[src/dagu_pkg.sv]
// Shared types, constants and constant functions of the distance attenuation gain unit.
package dagu_pkg;

	localparam int DIST_W    = 16;
	localparam int GAIN_W    = 16;
	localparam int CFG_W     = 16;
	localparam int REG_IDX_W = 2;
	localparam int FRAC_BITS = 24;
	localparam int LOG_W     = 28;

	// Latencies of the log and exponential lanes, in register stages.
	// The exponential lane has the product, the offset sum, the divide by five,
	// the split, the factor chain and the final shift register.
	localparam int LOG_LAT = FRAC_BITS + 1;
	localparam int DIV5_STEPS = 5;
	localparam int EXP_LAT = 2 + DIV5_STEPS + 1 + FRAC_BITS + 1;

	localparam logic [17:0] GAIN_ONE     = 18'd32768;
	localparam logic [15:0] MIN_NEAR     = 16'd3;
	localparam logic [16:0] FAR_PAD      = 17'd256;
	localparam logic [15:0] ROLL_DEFAULT = 16'd4096;

	localparam logic [15:0] RESET_NEAR    = 16'd256;
	localparam logic [15:0] RESET_FAR     = 16'd12800;
	localparam logic [15:0] RESET_ROLLOFF = 16'd4096;

	typedef enum logic [1:0] {
		DM_NONE        = 2'd0,
		DM_LINEAR      = 2'd1,
		DM_INVERSE     = 2'd2,
		DM_EXPONENTIAL = 2'd3
	} dist_model_t;

	typedef enum logic [REG_IDX_W-1:0] {
		REG_MODEL   = 2'd0,
		REG_NEAR    = 2'd1,
		REG_FAR     = 2'd2,
		REG_ROLLOFF = 2'd3
	} reg_index_t;

	// Effective configuration after the setter rules have been applied.
	typedef struct packed {
		dist_model_t model;
		logic [15:0] near;
		logic [16:0] far;
		logic [15:0] span;
		logic [15:0] rolloff;
	} dagu_cfg_t;

	// Per-item flags that travel alongside the arithmetic.
	typedef struct packed {
		logic near;
		logic lin_zero;
	} dagu_flags_t;

	// Integer square root, floor; evaluated at elaboration only.
	function automatic logic [63:0] isqrt64(input logic [63:0] v);
		logic [63:0] res;
		logic [63:0] b;
		logic [63:0] rem;
		rem = v;
		res = '0;
		b = 64'd1 << 62;
		for (int k = 0; k < 32; k++) begin
			if (b > rem) b = b >> 2;
		end
		for (int k = 0; k < 32; k++) begin
			if (b != 0) begin
				if (rem >= res + b) begin
					rem = rem - (res + b);
					res = (res >> 1) + b;
				end else begin
					res = res >> 1;
				end
				b = b >> 2;
			end
		end
		return res;
	endfunction

	// Factor 2^-(2^-idx) in Q30, built by repeated square roots from one half.
	function automatic logic [29:0] exp_factor(input int unsigned idx);
		logic [63:0] c;
		c = 64'd1 << 29;
		for (int k = 0; k < FRAC_BITS; k++) begin
			if (k < idx) c = isqrt64(c << 30);
		end
		return c[29:0];
	endfunction

endpackage

[src/dagu_divider.sv]
// Pipelined restoring divider, one quotient bit per stage.
module dagu_divider import dagu_pkg::*; #(
	parameter int NUM_W = 46,
	parameter int DEN_W = 16,
	parameter int Q_W   = 31
) (
	input  logic             clk,
	input  logic             en,
	input  logic [NUM_W-1:0] num,
	input  logic [DEN_W-1:0] den,
	output logic [Q_W-1:0]   quo
);

	logic [DEN_W-1:0] rem_s [Q_W];
	logic [DEN_W-1:0] den_s [Q_W];
	logic [Q_W-1:0]   low_s [Q_W];
	logic [Q_W-1:0]   quo_s [Q_W];

	for (genvar k = 0; k < Q_W; k++) begin : g_st
		logic [DEN_W-1:0] rem_in;
		logic [DEN_W-1:0] den_in;
		logic [Q_W-1:0]   low_in;
		logic [Q_W-1:0]   quo_in;
		logic [DEN_W:0]   trial;
		logic [DEN_W:0]   diff;
		logic             ge;

		// The first stage starts from the upper numerator bits, which are below the divisor.
		if (k == 0) begin : g_first
			assign rem_in = DEN_W'(num[NUM_W-1:Q_W]);
			assign den_in = den;
			assign low_in = num[Q_W-1:0];
			assign quo_in = '0;
		end else begin : g_next
			assign rem_in = rem_s[k-1];
			assign den_in = den_s[k-1];
			assign low_in = low_s[k-1];
			assign quo_in = quo_s[k-1];
		end

		// Shift in the next numerator bit and subtract where it fits.
		assign trial = {rem_in, low_in[Q_W-1]};
		assign ge    = trial >= {1'b0, den_in};
		assign diff  = ge ? (trial - {1'b0, den_in}) : trial;

		always_ff @(posedge clk) begin
			if (en) begin
				quo_s[k] <= {quo_in[Q_W-2:0], ge};
			end
		end

		if (k < Q_W - 1) begin : g_carry
			always_ff @(posedge clk) begin
				if (en) begin
					rem_s[k] <= diff[DEN_W-1:0];
					den_s[k] <= den_in;
					low_s[k] <= {low_in[Q_W-2:0], 1'b0};
				end
			end
		end
	end

	assign quo = quo_s[Q_W-1];

endmodule

[config.mk]
export PLATFORM = sky130hd
export DESIGN_NAME = dagu_divider
export DESIGN_NICKNAME = d
export VERILOG_FILES = /design/src/dagu_pkg.sv /design/src/dagu_divider.sv
export SDC_FILE = /design/constraint.sdc
export NUM_CORES = 2
export LEC_CHECK = 0
export ABC_AREA = 0
export BUFFER_PORTS_ARGS = -buffer_cell sky130_fd_sc_hd__buf_4
export CORE_MARGIN = 4
export CORE_UTILIZATION = 50
export DETAILED_ROUTE_END_ITERATION = 7
export GPL_ROUTABILITY_DRIVEN = 0
export PLACE_DENSITY = 0.63
export SETUP_SLACK_MARGIN = 0.15
export SLEW_MARGIN = 20
export SYNTH_ARGS = -nofsm -noshare
export SYNTH_HDL_FRONTEND = slang
export SYNTH_SLANG_ARGS = --single-unit
export TNS_END_PERCENT = 1
[constraint.sdc]
create_clock -name clk -period 3.6 [get_ports clk]
set_input_delay 0.18 -clock clk [delete_from_list [all_inputs] [get_ports clk]]
set_output_delay 0.18 -clock clk [all_outputs]
set_load 0.005 [all_outputs]
Yosys cells after proc, flatten, opt, wreduce, memory -nomap -nowiden. Memories as Yosys holds them, arrays and structs flattened. Cells that the tools add are included.

Output and inout port bits: 31. Word-level logic and storage cells: 97. Memories: 4. Bits in writable memories: 2883. Register bits after elaboration: 0.

Memories: quo_s (depth 31, width 31, rd ports 31, clocked after Yosys merged registers in 0, wr ports 31, line dagu_divider.sv:17) `logic [Q_W-1:0] quo_s [Q_W];`; low_s (depth 31, width 30, rd ports 30, clocked after Yosys merged registers in 0, wr ports 30, line dagu_divider.sv:16) `logic [Q_W-1:0] low_s [Q_W];`; den_s (depth 31, width 16, rd ports 30, clocked after Yosys merged registers in 0, wr ports 30, line dagu_divider.sv:15) `logic [DEN_W-1:0] den_s [Q_W];`; rem_s (depth 31, width 16, rd ports 30, clocked after Yosys merged registers in 0, wr ports 30, line dagu_divider.sv:14) `logic [DEN_W-1:0] rem_s [Q_W];`.

$add $sub $neg: 30. $lt $le $gt $ge: 31. Muxes and demuxes: 32.

Operator list (count): greater-or-equal comparator 17 x 16 -> 1 bit (30); 2-to-1 mux 16 bit (30); subtractor 16 bit (30); greater-or-equal comparator 16 bit (1); 2-to-1 mux 1 bit (2).

Depth between registers and ports, before layout. An unclocked memory read counts as a cell.

Depth after elaboration: 3. Gate-level depth with buffers: 13.

Least setup slack after synthesis. OpenSTA, ideal clock, no wires.

Path kind: flip-flop to flip-flop. From: mem rem_s[5][3] (netlist: rem_s[1][19]). To: mem rem_s[6][8] (netlist: rem_s[1][40]), data pin. Cell stages (with the launch flop): 11. Buffers on the path: 1. Arrival time: 2.793 ns. Data required time: 3.340 ns. Setup slack: 0.547 ns. Cells stage by stage: edfxtp_1 > ha_1 > a21o_1 > a21oi_4 > a31oi_1 > a21oi_2 > a31oi_1 > o2111a_1 > a2111oi_4 > buf_6 > mux2_4.

RTL lines (line): from (decl) (dagu_divider.sv:14).

==> impl_metrics.ini <==
[cts]
tritoncts = done
cts_buffers = 198
cts.htree.levels = 4
clk_latency_ns = 0.84
postCtsSetupBuffers = 0
root_buffer = clkbuf_16
cts_max_path_buffers = 3
clkTransAtPathRegs_ns = 0.06
numClockSinks = 1921

[critical_path]
worstSetupPathType = in -> reg
rrSetupSlack_ns = 0.23
path_max_fanout = 17
slowest_delay_ns = 0.55
start_kind = primary input
crit_chain = dlygate4sd3_1 > buf_4 > inv_1 > ha_1 > fa_1 > nor2b_1 > o21ai_1 > a211o_1 > a21oi_1 > o21bai_1 > a21oi_1 > o31a_2 > mux2_2 > dlygate4sd3_1
end_kind = flip-flop
cp.required_ns = 4.17
worst-r2r-cell-count = 10
regToRegStartpoint = den_s[5][32]
arrival_ns = 3.99
slowest_stage = dlygate4sd3_1
r2r_end = rem_s[5][62]

[worst_hold_path]
hold_depth = 2
hp-class = in -> reg
min_from = num[29]
hold-path-endpoint = low_s[0][29]

[route]
wl_per_cell_um = 17.5
vias_per_cell = 5.35
ant_nets = 0
vias = 47946
post-route-drc-count = 0
drt_iter0_drc = 3317
drt-total-wl_mm = 157
drtPass1Iterations = 6

[die]
die_width_um = 425
fp.dieH_um = 425
die_area_um2 = 181000
initial_core_util_pct = 50.5
io_pins = 95
rows = 152
core_um2 = 172000

[synthesis]
synth_fa_ha_area_share_pct = 7.81
synth_area_leaders = edfxtp_1 (66%), ha_1 (7.1%), mux2_2 (3.5%), inv_1 (2.8%), xnor2_1 (2.1%)
synth_ff_type = edfxtp_1
synth_cell_types = 82
synth-edff-count = 1921
synth-simple-area-share_pct = 6.13
synthArstFlopShare_pct = 0
netlist_area_um2 = 87100
synth_top_family_by_area = compound AO/OA/AOI/OAI gates
synthXorXnorAreaFrac_pct = 3.42
syn-mean-instance-area_um2 = 14.3
yosys-top-cells-count = edfxtp_1 (1,921), inv_1 (640), ha_1 (496)
seq_area_frac_synth_pct = 66.2
synth_mux_area_share_pct = 4.51
syn-num-nets = 6701
synth-seq-cells = 1921
synth_top_area_share_pct = 66.2
synth.largest_area_cell = edfxtp_1
syn_inst = 6111
ys_warn_count = 0
synth_compound_area_share_pct = 8.77
yosys.cell_count.top_type = edfxtp_1

[final_layout]
insertedDiodeCount = 0
utilization_pct = 57.3
drive_gt1_share_pct = 12.4
nNetsFinal = 7086
area_growth_pct = 13.4

[place]
place_hpwl_mm = 109
dp_slack_ns = 0.258
port_buffers = 94

[global_routing]
antenna_found_initial = 0
grt-ovfl-total = 0
grt_max_degree = 122
grt_usage_pct = 17.4
grt_pass1_vias = 47405
grt_first_pass_wirelength_mm = 254

[pwr]
ir_worst_vdd_mv = 0.524
p_per_area_nw_per_um2 = 838
p_total_w = 0.0828
total_leakage_power_nw = 38.6

[timing]
fmax_ghz = 0.292
holdWs_ns = 0.0823
rsz0062_at_grt = yes
max_slew_margin_pct = 42.3
period_share_pct = 95.1
max_slew.worst_pin.slew_ns = 0.844
final.setup.tns_ns = 0
finalSetupViolCount = 0
hold_viol_final = 0
setup_slack_ns = 0.176
fin_worst_skew_ns = 0.0269
min_period_ns = 3.42
slew_violations = 0

[flow_run]
maxCapViolCount = 0

[outcome]
status = finished, final reports clean
[worst max path at each step]
stage / from / to / slack [ns] / depth (start not counted)
finish: num[30] / rem_s[0][3] / 0.18 / 14
global route: den_s[5][32] / rem_s[5][62] / 0.03 / 10
CTS: num[30] / rem_s[0][3] / 0.17 / 14
detailed placement: den_s[5][32] / rem_s[5][62] / 0.26 / 10
global placement: den_s[0][49] / rem_s[1][11] / 0.30 / 10
floorplan: rem_s[1][19] / rem_s[1][40] / 0.55 / 10
[layout make-up]
class | count | area, um^2
Fill cell | 13511 | 73700
Tap cell | 2310 | 2890
Sequential cell | 1921 | 57700
Clock buffer | 230 | 5070
Inverter | 640 | 2400
Multi-Input combinational cell | 3481 | 26700
Timing Repair Buffer | 254 | 2420
Clock inverter | 133 | 1640
[metal layers]
layer	GRT usage, %	share of wire, %
met1	23.4	45
met2	29.0	48
met3	2.79	4.0
met4	6.05	3.1
met5	0	0
[state kept, by name, indices dropped and copies added (netlist names)]
register,flops
quo_s,496
low_s,465
rem_s,480
den_s,480
[cell usage in the layout, fill, tap and decap left out, types with 27 or more instances in the layout]
cell type,synthesis,routed
a211oi_1,36,36
a21boi_0,31,31
a21o_1,156,156
a21oi_1,306,306
a31oi_1,45,44
and3_1,31,31
buf_4,3,153
bufinv_16,0,30
clkbuf_1,39,32
clkbuf_16,0,198
clkinv_1,0,34
clkinv_2,0,46
dlygate4sd3_1,0,76
edfxtp_1,1921,1921
fa_1,30,30
ha_1,496,496
inv_1,640,640
mux2_2,273,273
mux2i_1,52,52
nand2_1,343,343
nand2b_1,69,69
nand3_1,62,62
nand4_1,76,76
nor2_1,242,242
nor2b_1,72,72
nor3_1,77,77
o211ai_1,27,27
o21a_1,74,74
o21ai_0,258,257
o21bai_1,30,29
o31ai_1,36,36
xnor2_1,207,207
xor2_1,133,133
[repair_timing]
item / CTS / global route
endpoints found under the hold margin: 106 / 0
hold buffers: 76 / 0
endpoints found under the setup margin: 0 / 47
resized for setup: 0 / 2
[worst max-delay path, delay by kind of cell]
kind,cells,cell delay [ns]
AOI/OAI and AO/OA,6,1.47
buffers and inverters,4,1.21
adders and majority gates,2,0.63
muxes,1,0.32
and+or+nand+nor,1,0.16
[logic make-up after synthesis]
group                      after synthesis
adders and majority gates              526
muxes                                  349
buffers and inverters                  709
DFF                                   1921
AOI/OAI and AO/OA                     1166
xor gates and xnor gates               340
and+or+nand+nor                       1100
[metrics by stage]
stage	cell area, um^2	cells
floorplan	87100	6111
global placement	91300	8530
detailed placement	91300	8530
CTS	98800	8969
global route	98800	8969
finish	98800	8969
[power breakdown]
part	switching [W]	internal, W	total (W)
logic	0.0151	0.0137	0.0288
clock network	0.00851	0.0123	0.0208
registers	0.00249	0.0307	0.0332
Note: power is estimated with default switching activity, not from simulation.
